## src/rtl/core/rstok_pkg.sv

```systemverilog
`timescale 1ns / 1ps
// ----------------------------------------------------------------------------
// rstok_pkg
// Shared types and constants for the RESP stream tokenizer: parse modes,
// token kind codes, protocol characters and default widths.
// ----------------------------------------------------------------------------
package rstok_pkg;

	// default width of the bulk length accumulator
	localparam int unsigned LEN_WIDTH_DEF = 32;

	// fixed widths of the counters and the configuration register
	localparam int unsigned COUNT_W = 32;
	localparam int unsigned CFG_W   = 32;

	// reset value of the largest accepted bulk length
	localparam logic [CFG_W-1:0] MAX_BULK_RESET = 32'h2000_0000;

	// parse modes
	typedef enum logic [2:0] {
		M_IDLE    = 3'd0,
		M_LINE    = 3'd1,
		M_LINE_CR = 3'd2,
		M_LEN     = 3'd3,
		M_LEN_CR  = 3'd4,
		M_BULK    = 3'd5,
		M_FAULT   = 3'd6
	} mode_t;

	// token kind codes
	localparam logic [2:0] K_SIMPLE    = 3'd0;
	localparam logic [2:0] K_ERROR     = 3'd1;
	localparam logic [2:0] K_INTEGER   = 3'd2;
	localparam logic [2:0] K_BULK      = 3'd3;
	localparam logic [2:0] K_ARRAY     = 3'd4;
	localparam logic [2:0] K_MALFORMED = 3'd5;

	// protocol characters
	localparam logic [7:0] CH_CR    = 8'h0D;
	localparam logic [7:0] CH_LF    = 8'h0A;
	localparam logic [7:0] CH_PLUS  = 8'h2B;
	localparam logic [7:0] CH_MINUS = 8'h2D;
	localparam logic [7:0] CH_COLON = 8'h3A;
	localparam logic [7:0] CH_DOLLAR = 8'h24;
	localparam logic [7:0] CH_STAR  = 8'h2A;
	localparam logic [7:0] CH_ZERO  = 8'h30;
	localparam logic [7:0] CH_NINE  = 8'h39;

	// decimal digit test
	function automatic logic is_digit(input logic [7:0] c);
		return (c >= CH_ZERO) && (c <= CH_NINE);
	endfunction

endpackage

```

## src/rtl/core/rstok_dec_acc.sv

```systemverilog
`timescale 1ns / 1ps
// ----------------------------------------------------------------------------
// rstok_dec_acc
// Saturating decimal accumulate step: value * 10 + digit, clamped to all ones
// when the result does not fit in WIDTH bits.
// ----------------------------------------------------------------------------
module rstok_dec_acc #(
	parameter int unsigned WIDTH = 32
) (
	input  logic [WIDTH-1:0] value,
	input  logic [3:0]       digit,
	output logic [WIDTH-1:0] result
);
	logic [WIDTH+3:0] sum;

	// times ten as two shifted adds, plus the digit
	assign sum = {1'b0, value, 3'b000} + {3'b000, value, 1'b0} + {{WIDTH{1'b0}}, digit};

	// clamp on overflow
	assign result = (sum[WIDTH+3:WIDTH] != 4'd0) ? {WIDTH{1'b1}} : sum[WIDTH-1:0];

endmodule

```

## src/rtl/core/resp_stream_tokenizer_core.sv

```systemverilog
`timescale 1ns / 1ps
// ----------------------------------------------------------------------------
// resp_stream_tokenizer_core
// Byte-serial RESP2 tokenizer: tags payload bytes with their token kind and
// checks the array count at message end.
// ----------------------------------------------------------------------------
// The block takes one message byte per clock and returns at most one word per
// byte, in the cycle after the byte is accepted. The whole per-byte parser update
// (mode, hold byte, decimal accumulate, counters) sits between the input
// handshake and a single result register, so the sustained rate is one byte
// per cycle whenever the result side is not stalling; in_stall is high only
// while a result word waits and out_stall is high. Lines opened by '+', '-',
// ':' and '*' are delivered byte by byte without the CR LF, a '$' length line
// is consumed and its payload bytes follow as bulk, and the word for the byte
// marked in_last carries message_end and count_ok. max_bulk_length should be
// written only while no message is in flight. There is no clearing pass.
// ----------------------------------------------------------------------------
module resp_stream_tokenizer_core #(
	parameter int unsigned LEN_WIDTH = rstok_pkg::LEN_WIDTH_DEF
) (
	input  logic                      clk,
	input  logic                      arst_n,
	// configuration write
	input  logic                      cfg_valid,
	output logic                      cfg_ready,
	input  logic [rstok_pkg::CFG_W-1:0] cfg_data,
	// input bytes
	input  logic                      in_valid,
	output logic                      in_stall,
	input  logic [7:0]                in_byte,
	input  logic                      in_last,
	// result words
	output logic                      out_valid,
	input  logic                      out_stall,
	output logic [2:0]                token_kind,
	output logic [7:0]                out_byte,
	output logic                      byte_valid,
	output logic                      token_first,
	output logic                      token_last,
	output logic                      message_end,
	output logic                      count_ok
);
	import rstok_pkg::*;

	localparam int unsigned CMP_W = (LEN_WIDTH > CFG_W) ? LEN_WIDTH : CFG_W;
	localparam logic [COUNT_W-1:0] COUNT_MAX = {COUNT_W{1'b1}};

	// parser state
	mode_t              mode_q, mode_d;
	logic [2:0]         kind_q, kind_d;
	logic [LEN_WIDTH-1:0] len_q, len_d;
	logic [LEN_WIDTH-1:0] rem_q, rem_d;
	logic [COUNT_W-1:0] arr_q, arr_d;
	logic               hah_q, hah_d;
	logic [COUNT_W-1:0] tc_q, tc_d;
	logic               fp_q, fp_d;
	logic [7:0]         hold_q, hold_d;
	logic               hv_q, hv_d;
	logic               dg_q, dg_d;
	logic               lf_q, lf_d;
	logic               hc_q, hc_d;
	logic [CFG_W-1:0]   max_bulk_q;

	// result register
	logic               out_valid_q;
	logic [2:0]         kind_s1;
	logic [7:0]         byte_s1;
	logic               bvalid_s1, first_s1, last_s1, mend_s1, cok_s1;

	// event of the current byte
	logic               have;
	logic [2:0]         ev_kind;
	logic [7:0]         ev_byte;
	logic               ev_valid, ev_first, ev_last, ev_cok;

	logic               in_acc;
	logic               b_digit, lead_minus, acc_en;
	logic [LEN_WIDTH-1:0] len_sat;
	logic [COUNT_W-1:0] arr_sat;
	logic [LEN_WIDTH-1:0] rem_dec;
	logic               open_tok;
	logic [2:0]         mark_kind;
	logic               mark_hit;

	// handshakes
	assign cfg_ready = 1'b1;
	assign in_stall  = out_valid_q & out_stall;
	assign in_acc    = in_valid & ~in_stall;

	// decimal accumulate steps
	rstok_dec_acc #(.WIDTH(LEN_WIDTH)) u_len_acc (
		.value  (len_q),
		.digit  (in_byte[3:0]),
		.result (len_sat)
	);

	rstok_dec_acc #(.WIDTH(COUNT_W)) u_arr_acc (
		.value  (arr_q),
		.digit  (in_byte[3:0]),
		.result (arr_sat)
	);

	// classify the byte for the digit run
	assign b_digit    = is_digit(in_byte);
	assign lead_minus = lf_q && (kind_q == K_BULK) && (in_byte == CH_MINUS);
	assign acc_en     = !lead_minus && dg_q && b_digit;
	assign rem_dec    = rem_q - {{(LEN_WIDTH-1){1'b0}}, 1'b1};

	// decode a token marker
	always_comb begin
		mark_hit  = 1'b1;
		mark_kind = K_SIMPLE;
		unique case (in_byte)
			CH_PLUS:   mark_kind = K_SIMPLE;
			CH_MINUS:  mark_kind = K_ERROR;
			CH_COLON:  mark_kind = K_INTEGER;
			CH_DOLLAR: mark_kind = K_BULK;
			CH_STAR:   mark_kind = K_ARRAY;
			default:   mark_hit  = 1'b0;
		endcase
	end

	// next state and event for one byte
	always_comb begin
		mode_d = mode_q;
		kind_d = kind_q;
		len_d  = len_q;
		rem_d  = rem_q;
		arr_d  = arr_q;
		hah_d  = hah_q;
		tc_d   = tc_q;
		fp_d   = fp_q;
		hold_d = hold_q;
		hv_d   = hv_q;
		dg_d   = dg_q;
		lf_d   = lf_q;
		hc_d   = hc_q;

		have     = 1'b0;
		ev_kind  = K_SIMPLE;
		ev_byte  = 8'd0;
		ev_valid = 1'b0;
		ev_first = 1'b0;
		ev_last  = 1'b0;
		ev_cok   = 1'b0;
		open_tok = 1'b0;

		unique case (mode_q)
			M_IDLE: begin
				if (mark_hit) begin
					kind_d = mark_kind;
					fp_d   = 1'b1;
					hv_d   = 1'b0;
					lf_d   = 1'b1;
					dg_d   = 1'b1;
					len_d  = '0;
					hc_d   = (mark_kind == K_ARRAY) && (tc_q == '0);
					mode_d = (mark_kind == K_BULK) ? M_LEN : M_LINE;
				end
			end
			M_LINE: begin
				if (in_byte == CH_CR) begin
					if (hv_q) begin
						have     = 1'b1;
						ev_kind  = kind_q;
						ev_byte  = hold_q;
						ev_valid = 1'b1;
						ev_first = fp_q;
						fp_d     = 1'b0;
						hv_d     = 1'b0;
					end
					mode_d = M_LINE_CR;
				end else begin
					// digit run on this byte
					lf_d  = 1'b0;
					hah_d = hah_q | (lf_q & hc_q & b_digit);
					dg_d  = acc_en;
					if (acc_en && kind_q == K_BULK)
						len_d = len_sat;
					else if (acc_en && kind_q == K_ARRAY && hc_q)
						arr_d = arr_sat;
					have     = 1'b1;
					ev_kind  = kind_q;
					ev_valid = 1'b1;
					ev_first = fp_q;
					fp_d     = 1'b0;
					if (hv_q) begin
						ev_byte = hold_q;
						hold_d  = in_byte;
					end else begin
						ev_byte = in_byte;
					end
				end
			end
			M_LINE_CR: begin
				have     = 1'b1;
				ev_kind  = kind_q;
				ev_first = fp_q;
				fp_d     = 1'b0;
				if (in_byte == CH_LF) begin
					ev_last = 1'b1;
					if (tc_q != COUNT_MAX)
						tc_d = tc_q + COUNT_W'(1);
					mode_d = M_IDLE;
				end else begin
					// lone CR is payload; it ends the digit run
					lf_d     = 1'b0;
					dg_d     = 1'b0;
					ev_byte  = CH_CR;
					ev_valid = 1'b1;
					if (in_byte != CH_CR) begin
						hold_d = in_byte;
						hv_d   = 1'b1;
						mode_d = M_LINE;
					end
				end
			end
			M_LEN: begin
				if (in_byte == CH_CR) begin
					mode_d = M_LEN_CR;
				end else begin
					lf_d  = 1'b0;
					hah_d = hah_q | (lf_q & hc_q & b_digit);
					dg_d  = acc_en;
					if (acc_en && kind_q == K_BULK)
						len_d = len_sat;
					else if (acc_en && kind_q == K_ARRAY && hc_q)
						arr_d = arr_sat;
				end
			end
			M_LEN_CR: begin
				if (in_byte == CH_LF) begin
					if (CMP_W'(len_q) > CMP_W'(max_bulk_q)) begin
						have     = 1'b1;
						ev_kind  = K_MALFORMED;
						ev_first = 1'b1;
						ev_last  = 1'b1;
						fp_d     = 1'b0;
						mode_d   = M_FAULT;
					end else if (len_q == '0) begin
						have     = 1'b1;
						ev_kind  = K_BULK;
						ev_first = fp_q;
						ev_last  = 1'b1;
						fp_d     = 1'b0;
						if (tc_q != COUNT_MAX)
							tc_d = tc_q + COUNT_W'(1);
						mode_d = M_IDLE;
					end else begin
						rem_d  = len_q;
						mode_d = M_BULK;
					end
				end else begin
					lf_d = 1'b0;
					dg_d = 1'b0;
					if (in_byte != CH_CR)
						mode_d = M_LEN;
				end
			end
			M_BULK: begin
				rem_d    = rem_dec;
				have     = 1'b1;
				ev_kind  = K_BULK;
				ev_byte  = in_byte;
				ev_valid = 1'b1;
				ev_first = fp_q;
				ev_last  = (rem_dec == '0);
				fp_d     = 1'b0;
				if (rem_dec == '0) begin
					if (tc_q != COUNT_MAX)
						tc_d = tc_q + COUNT_W'(1);
					mode_d = M_IDLE;
				end
			end
			default: begin
			end
		endcase

		// close the message on the last byte
		if (in_last) begin
			open_tok = (mode_d == M_LINE) || (mode_d == M_LINE_CR) || (mode_d == M_LEN) ||
				(mode_d == M_LEN_CR) || (mode_d == M_BULK);
			if (open_tok) begin
				ev_kind  = K_MALFORMED;
				ev_byte  = 8'd0;
				ev_valid = 1'b0;
				ev_first = 1'b1;
				ev_last  = 1'b1;
				ev_cok   = 1'b0;
			end else if (mode_d == M_FAULT || tc_d == '0) begin
				ev_cok = 1'b0;
			end else if (hah_d) begin
				ev_cok = ((tc_d - COUNT_W'(1)) == arr_d);
			end else begin
				ev_cok = 1'b1;
			end
			have   = 1'b1;
			mode_d = M_IDLE;
			kind_d = K_SIMPLE;
			len_d  = '0;
			rem_d  = '0;
			arr_d  = '0;
			hah_d  = 1'b0;
			tc_d   = '0;
			fp_d   = 1'b0;
			hv_d   = 1'b0;
			dg_d   = 1'b0;
			lf_d   = 1'b0;
			hc_d   = 1'b0;
		end
	end

	// state registers; parser state advances only on an accepted byte, max bulk on cfg_valid
	always_ff @(posedge clk or negedge arst_n) begin
		if (!arst_n) begin
			mode_q     <= M_IDLE;
			kind_q     <= K_SIMPLE;
			len_q      <= '0;
			rem_q      <= '0;
			arr_q      <= '0;
			hah_q      <= 1'b0;
			tc_q       <= '0;
			fp_q       <= 1'b0;
			hv_q       <= 1'b0;
			dg_q       <= 1'b0;
			lf_q       <= 1'b0;
			hc_q       <= 1'b0;
			max_bulk_q <= MAX_BULK_RESET;
		end else begin
			if (in_acc) begin
				mode_q <= mode_d;
				kind_q <= kind_d;
				len_q  <= len_d;
				rem_q  <= rem_d;
				arr_q  <= arr_d;
				hah_q  <= hah_d;
				tc_q   <= tc_d;
				fp_q   <= fp_d;
				hv_q   <= hv_d;
				dg_q   <= dg_d;
				lf_q   <= lf_d;
				hc_q   <= hc_d;
			end
			if (cfg_valid)
				max_bulk_q <= cfg_data;
		end
	end

	// hold byte is payload
	always_ff @(posedge clk) begin
		if (in_acc)
			hold_q <= hold_d;
	end

	// result word valid: load on an event, drop when taken
	always_ff @(posedge clk or negedge arst_n) begin
		if (!arst_n) begin
			out_valid_q <= 1'b0;
		end else if (in_acc) begin
			out_valid_q <= have;
		end else if (!out_stall) begin
			out_valid_q <= 1'b0;
		end
	end

	// result word payload
	always_ff @(posedge clk) begin
		if (in_acc && have) begin
			kind_s1   <= ev_kind;
			byte_s1   <= ev_byte;
			bvalid_s1 <= ev_valid;
			first_s1  <= ev_first;
			last_s1   <= ev_last;
			mend_s1   <= in_last;
			cok_s1    <= ev_cok;
		end
	end

	assign out_valid   = out_valid_q;
	assign token_kind  = kind_s1;
	assign out_byte    = byte_s1;
	assign byte_valid  = bvalid_s1;
	assign token_first = first_s1;
	assign token_last  = last_s1;
	assign message_end = mend_s1;
	assign count_ok    = cok_s1;

endmodule
```

## config.mk

```make
export PLATFORM = sky130hd
export DESIGN_NAME = resp_stream_tokenizer_core
export DESIGN_NICKNAME = d
export VERILOG_FILES = /design/src/rtl/core/rstok_pkg.sv /design/src/rtl/core/rstok_dec_acc.sv /design/src/rtl/core/resp_stream_tokenizer_core.sv
export SDC_FILE = /design/constraint.sdc
export NUM_CORES = 1
export LEC_CHECK = 0
export ABC_AREA = 1
export ABC_CLOCK_PERIOD_IN_PS = 4500
export BUFFER_PORTS_ARGS = -buffer_cell sky130_fd_sc_hd__buf_4
export CORE_UTILIZATION = 47
export CTS_CLUSTER_DIAMETER = 120
export DETAILED_ROUTE_END_ITERATION = 7
export GPL_ROUTABILITY_DRIVEN = 0
export HOLD_SLACK_MARGIN = 0.05
export SYNTH_ARGS = -nofsm -noshare
export SYNTH_HDL_FRONTEND = slang
export SYNTH_HIERARCHICAL = 1
export SYNTH_SLANG_ARGS = --single-unit
```

## constraint.sdc

```tcl
create_clock -name clk -period 4.5 [get_ports clk]
set_clock_uncertainty 0.15 [all_clocks]
set_input_delay 0.225 -clock clk [delete_from_list [all_inputs] [get_ports clk]]
set_output_delay 0.225 -clock clk [all_outputs]
set_load 0.01 [all_outputs]
```

[Yosys cells after proc, flatten, opt, wreduce, memory -nomap -nowiden]
Index checks and enable logic that the tools add are counted.
Word-level totals
  register bits: 197
  input port bits: 46
  output and inout port bits: 19
  logic and storage cells: 240
Operators by class
  add/sub/neg operators: 7
  order comparisons: 3
  eq/ne operators: 42
  muxes and demuxes: 116
  bitwise gates (word level): 7
  reduce and logical (&&, ||, !) cells: 43
Operators with widths (count)
  two-way mux 32 bit: 22
  logical NOT 32 bit: 4
  case mux 32 bit (2 select lines): 2
  case mux 32 bit (3 select lines): 1
  adder 35 x 33 -> 36 bit: 2
  adder 36 x 4 -> 36 bit: 2
  two-way mux 8 bit: 9
  subtractor 32 x 1 -> 32 bit, second input constant: 2
  two-way mux 3 bit: 20
  two-way mux 1 bit: 46
  equality test 8 x 6 -> 1 bit, second input constant: 5
  adder 32 x 1 -> 32 bit, second input constant: 1
  equality test 32 bit: 1
  > comparator 32 bit: 1
  != test 32 bit, second input constant: 1
  != test 3 bit, second input constant: 9
  case mux 3 bit (4 select lines): 2
  case mux 8 bit (3 select lines): 1
  equality test 3 bit, second input constant: 7
  case mux 1 bit (3 select lines): 7
  equality test 3 x 2 -> 1 bit, second input constant: 6
  case mux 3 bit (6 select lines): 1
  AND reduction 6 bit: 3
  equality test 8 x 4 -> 1 bit, second input constant: 2
  28 further kinds: 61

[Logic depth before layout (Yosys ltp)]
  depth after elaboration: 14
  depth in mapped cells: 37
  gate-level depth less buffers: 36

[Cells and area by module]
Netlist, hierarchy kept.
By module, submodules not included
  resp_stream_tokenizer_core: times used 1, cells each 2216, area an instance 14809.2 um^2, seq. area each 5051.1 um^2
  rstok_dec_acc: times used 2, cells each 571, area an instance 3313.2 um^2, seq. area each 0.0 um^2

[Least setup slack after synthesis]
OpenSTA, ideal clock, no wires.
  kind: reg2reg
  start: register max_bulk_q[29]
  end: register cok_s1 (netlist: count_ok), data pin
  setup time: 0.258 ns
  arrival: 3.608 ns
  required time: 4.092 ns
  slack: 0.484 ns
  cell stages (with the launch flop): 29
  path buffers: 1
  clock period less this slack: 4.016 ns
  cell sequence: dfstp_2 inv_1 ha_1 nand2_1 nor2_1 nand2_1 nor4_2 nand3b_2 nand2_1 nand3_2 a21oi_2 nand2_4 nand2_1 nand2_1 inv_1 ha_1 inv_1 nor2_1 nand2_1 nor2_4 buf_6 nand2_1 inv_2 nand3_1 nand2_1 xor2_1 nor2_1 nand3_1 a21oi_2
Between the ends
  longest elaborated chain between the ends: 10
  elaborated cells between the ends (all ways): 23
  classes of those cells: add/sub: 1; order compare: 1; eq/ne: 7; mux: 7; reduce/logical: 7
RTL lines
  from (decl): RTL line resp_stream_tokenizer_core.sv:62  | logic [CFG_W-1:0] max_bulk_q;
  from (signal assigned): RTL line resp_stream_tokenizer_core.sv:345  | max_bulk_q <= cfg_data;
  > comparator 32 bit (*): RTL line resp_stream_tokenizer_core.sv:233  | if (CMP_W'(len_q) > CMP_W'(max_bulk_q)) begin
  parallel branches: the longest is 9 deep, another holds subtractor 32 x 1 -> 32 bit
  to (signal assigned): RTL line resp_stream_tokenizer_core.sv:375  | cok_s1 <= ev_cok;
  to (decl): RTL line resp_stream_tokenizer_core.sv:68  | logic bvalid_s1, first_s1, last_s1, mend_s1, cok_s1;
Mark *: on every way between the ends.
A chain may end at the register's enable or synchronous reset.

[Final worst setup path]
  start: input in_byte[3]
  end: register cok_s1 (netlist: count_ok), data pin
Between the ends
  elaborated cells between the ends (all ways): 61
  classes of those cells: add/sub: 2; order compare: 2; eq/ne: 16; mux: 22; bitwise: 2; reduce/logical: 17
RTL lines
  from (decl): RTL line resp_stream_tokenizer_core.sv:30  | input logic [7:0] in_byte,
  adder 36 x 4 -> 36 bit (*): RTL line rstok_dec_acc.sv:17  | assign sum = {1'b0, value, 3'b000} + {3'b000, value, 1'b0} + {{WIDTH{1'b0}}, digit};
  nonzero test 4 bit: RTL line rstok_dec_acc.sv:20  | assign result = (sum[WIDTH+3:WIDTH] != 4'd0) ? {WIDTH{1'b1}} : sum[WIDTH-1:0];
  two-way mux 32 bit (*): RTL line rstok_dec_acc.sv:20
  named net arr_sat[6]: RTL line resp_stream_tokenizer_core.sv:79  | logic [COUNT_W-1:0] arr_sat;
  two-way mux 32 bit (*): RTL line resp_stream_tokenizer_core.sv:180, resp_stream_tokenizer_core.sv:227
  two-way mux 32 bit (*): RTL line resp_stream_tokenizer_core.sv:178  | if (acc_en && kind_q == K_BULK)
  two-way mux 32 bit (*): RTL line resp_stream_tokenizer_core.sv:162  | if (in_byte == CH_CR) begin
  two-way mux 32 bit (*)
  equality test 32 bit (*): RTL line resp_stream_tokenizer_core.sv:293  | ev_cok = ((tc_d - COUNT_W'(1)) == arr_d);
  two-way mux 1 bit (*): RTL line resp_stream_tokenizer_core.sv:292  | end else if (hah_d) begin
Mark *: on every way through the listed nets, which the timed path passes. The rest lies on a longest branch.

==> run summary <==
Outcome -> complete, no violations
Cell Pwr Density -> 158 nW/µm²
Die Ht -> 216 µm
Mean post-synth cell area -> 6.38 µm²
Setup ws final -> 91.6 ps
Fin cells -> 4124
Leading cell type in the layout, fill and taps excluded -> nand2_1
Core Util, Final -> 0.550
Drt drc -> 0
Final ANT Viol Nets -> 0
Io pins -> 65
Dpl ws -> 49.8 ps
Avg Vias per Cell -> 5.50
Global-route wire length before repair -> 114 mm
Commonest cells after routing, fill and taps aside -> nand2_1 (1003), inv_1 (493), nor2_1 (271)
Largest net degree at the start of global routing -> 104
Clk_lat worst skew -> 510 ps
First-pass iteration count of the detailed router -> 7
Mapped Area -> 21400 µm²
Count of final hold-check violations -> 0
Arr. time, crit path -> 4620 ps
Num CTS Buffers -> 17
VDD IR max -> 0.000229 V
Fin nets -> 3733
Core area -> 44600 µm²
Most frequent CP cell -> nand2_1
Syn. warnings -> 6
DPL Wire Length -> 56.9 mm
Final slew viol count -> 0
Clock Sinks -> 197
Clock-pin slew of the registers on the worst-case setup and hold paths -> 80 ps
Vias in the first global route -> 21100
Final Instance Area -> 24500 µm²
Crit-path max FO -> 11
Row cnt -> 77
DR vias -> 22700
Gr usage total -> 0.313
Fillers -> 4508
Area grow syn2layout -> 14.5%
Sequential area share after synthesis -> 0.236
Die Wd -> 216 µm
Initial Util -> 0.481
Tmin final -> 4410 ps
CTS tree -> built
Crit share post-route -> 0.980
Total die area -> 46500 µm²
Fmax -> 0.227 GHz
HP Class -> in2reg
Synth cell types -> 60
WS Path Type -> in2reg
Total gr overflow -> 0
Flops & latches, synth -> 197
Total power -> 0.00388 W
Routed len/inst -> 17.7 µm
Max Cap Viol -> 0
Syn_nets -> 3572
Slew HR -> 0.364
Drt initial violations -> 2208
Synth Instances -> 3358
Final setup vio count -> 0
Routed WL -> 72.8 mm
Share of layout cells above drive strength 1 -> 0.153
Antenna violations before repair -> 0
Placed insts -> 4025
CP Launch Type -> input port
CTS root buf -> clkbuf_16
Slowest Stage Delay on Critical Path -> 540 ps
CP max stage cell -> dlygate4sd3_1
Worst endpoint required time -> 4710 ps
# diodes -> 0
CTS max path bufs -> 2
CTS H-tree lvls -> 4
P_leak -> 13.8 nW
Crit end category -> register
Worst slew pin tran -> 954 ps
Post-DP Area -> 23000 µm²
IO Port Bufs -> 63
Unrepaired setup endpoints after global routing -> yes
## area by class of cell
| cell class | count | area [µm²] | area share |
|---|---|---|---|
| clock buffer | 19 | 443 | 0.0181 |
| multi-input combinational | 2524 | 14200 | 0.579 |
| inverter | 548 | 2060 | 0.0841 |
| timing repair buffer | 231 | 1900 | 0.0776 |
| sequential | 197 | 5050 | 0.206 |
| clock inverter | 13 | 116 | 0.00474 |
| tap | 592 | 741 | 0.0302 |
## critical path: cells and delay by family
kind	cells	cell delay [ps]
simple gates	22	2260
buf+inv	3	920
fa+ha+maj	2	820
compound gates	2	390
## cell usage after synthesis, drive strengths merged
cell type | count | area (µm²)
o21a | 2 | 15.0
nand3b | 15 | 116
dfrtp | 172 | 4300
conb | 1 | 3.75
or3 | 1 | 6.26
a21oi | 99 | 563
nand2 | 1069 | 4170
a311oi | 1 | 8.76
a22oi | 17 | 128
nand3 | 281 | 1860
a2111oi | 1 | 8.76
o311ai | 1 | 8.76
nor3 | 49 | 280
ha | 164 | 2050
nor2 | 338 | 1460
o31ai | 5 | 37.5
or2 | 5 | 31.3
xor2 | 34 | 298
a211oi | 1 | 7.51
fa | 4 | 80.1
a21boi | 1 | 7.51
nand4 | 61 | 388
a41oi | 1 | 8.76
o21ai | 199 | 996
inv | 540 | 2030
o21bai | 14 | 105
o2111ai | 6 | 52.6
o22ai | 63 | 394
a21o | 4 | 30.0
dfstp | 1 | 26.3
a31oi | 3 | 18.8
clkinv | 8 | 30.0
clkbuf | 59 | 221
mux2 | 1 | 11.3
buf | 31 | 284
xnor3 | 1 | 22.5
o211ai | 19 | 143
xnor2 | 42 | 368
edfxtp | 24 | 721
a221oi | 3 | 26.3
and2 | 4 | 25.0
nor4 | 13 | 87.6
## sequential cells by signal, summed over array words and instances, names as in the netlist
| register | cells |
|---|---|
| arr_q | 32 |
| byte_valid | 1 |
| count_ok | 1 |
| dg_q | 1 |
| fp_q | 1 |
| hah_q | 1 |
| hc_q | 1 |
| hold_q | 8 |
| hv_q | 1 |
| kind_q | 3 |
| len_q | 32 |
| lf_q | 1 |
| max_bulk_q | 32 |
| message_end | 1 |
| mode_q | 3 |
| out_byte | 8 |
| out_valid | 1 |
| rem_q | 32 |
| tc_q | 32 |
| token_first | 1 |
| token_kind | 3 |
| token_last | 1 |
## layer usage
layer / track usage / wire, µm / vias to the layer above
met5: 0 / 0 / -
li1: - / - / 11100
met1: 0.449 / 33600 / 10500
met4: 0.0934 / 1630 / 0
met2: 0.456 / 30200 / 921
met3: 0.0840 / 7390 / 104
## where the power goes
| part | switching (W) | internal (W) | leakage (nW) |
|---|---|---|---|
| logic | 0.000299 | 0.000149 | 11.0 |
| registers | 0.0000151 | 0.00184 | 2.58 |
| clock network | 0.000838 | 0.000741 | 0.275 |
## final timing paths
path                                        from                          to  slack (ps)  cells past startpoint
setup reg to reg           arr_q[23]$_DFFE_PN0P_      count_ok$_SDFFCE_PP0P_         120                     27
hold / removal                         cfg_valid  max_bulk_q[10]$_DFFE_PN0P_          90                      3
max in group asynchronous                 arst_n        tc_q[27]$_DFFE_PN0P_        2990                      3
setup / recovery                      in_byte[3]      count_ok$_SDFFCE_PP0P_          90                     29
min in group asynchronous                 arst_n  max_bulk_q[15]$_DFFE_PN0P_         200                      2
hold reg to reg                 lf_q$_DFFE_PN0P_            lf_q$_DFFE_PN0P_         360                      2
## logic make-up after synthesis
kind of cell,share of synthesized area
buffers and inverters,0.120
AOI/OAI and AO/OA,0.119
other,0.000175
adders and majority gates,0.0995
muxes,0.000525
xor gates and xnor gates,0.0321
and+or+nand+nor,0.393
DFF,0.236
## repair_timing
| action | CTS | global route |
|---|---|---|
| hold buffers | 44 | 0 |
| endpoints found under the hold margin | 147 | 0 |
| buffers inserted | 0 | 22 |
| gates resized for setup | 0 | 110 |
| endpoints found under the setup margin | 0 | 3 |
## metrics by stage
step,setup TNS (ps),hold slack (ps)
finish,0,93.6
global route,-196,121
CTS,0,56.3
detailed placement,0,268
global placement,0,269
floorplan,0,-221
(Power assumes the default switching activity.)
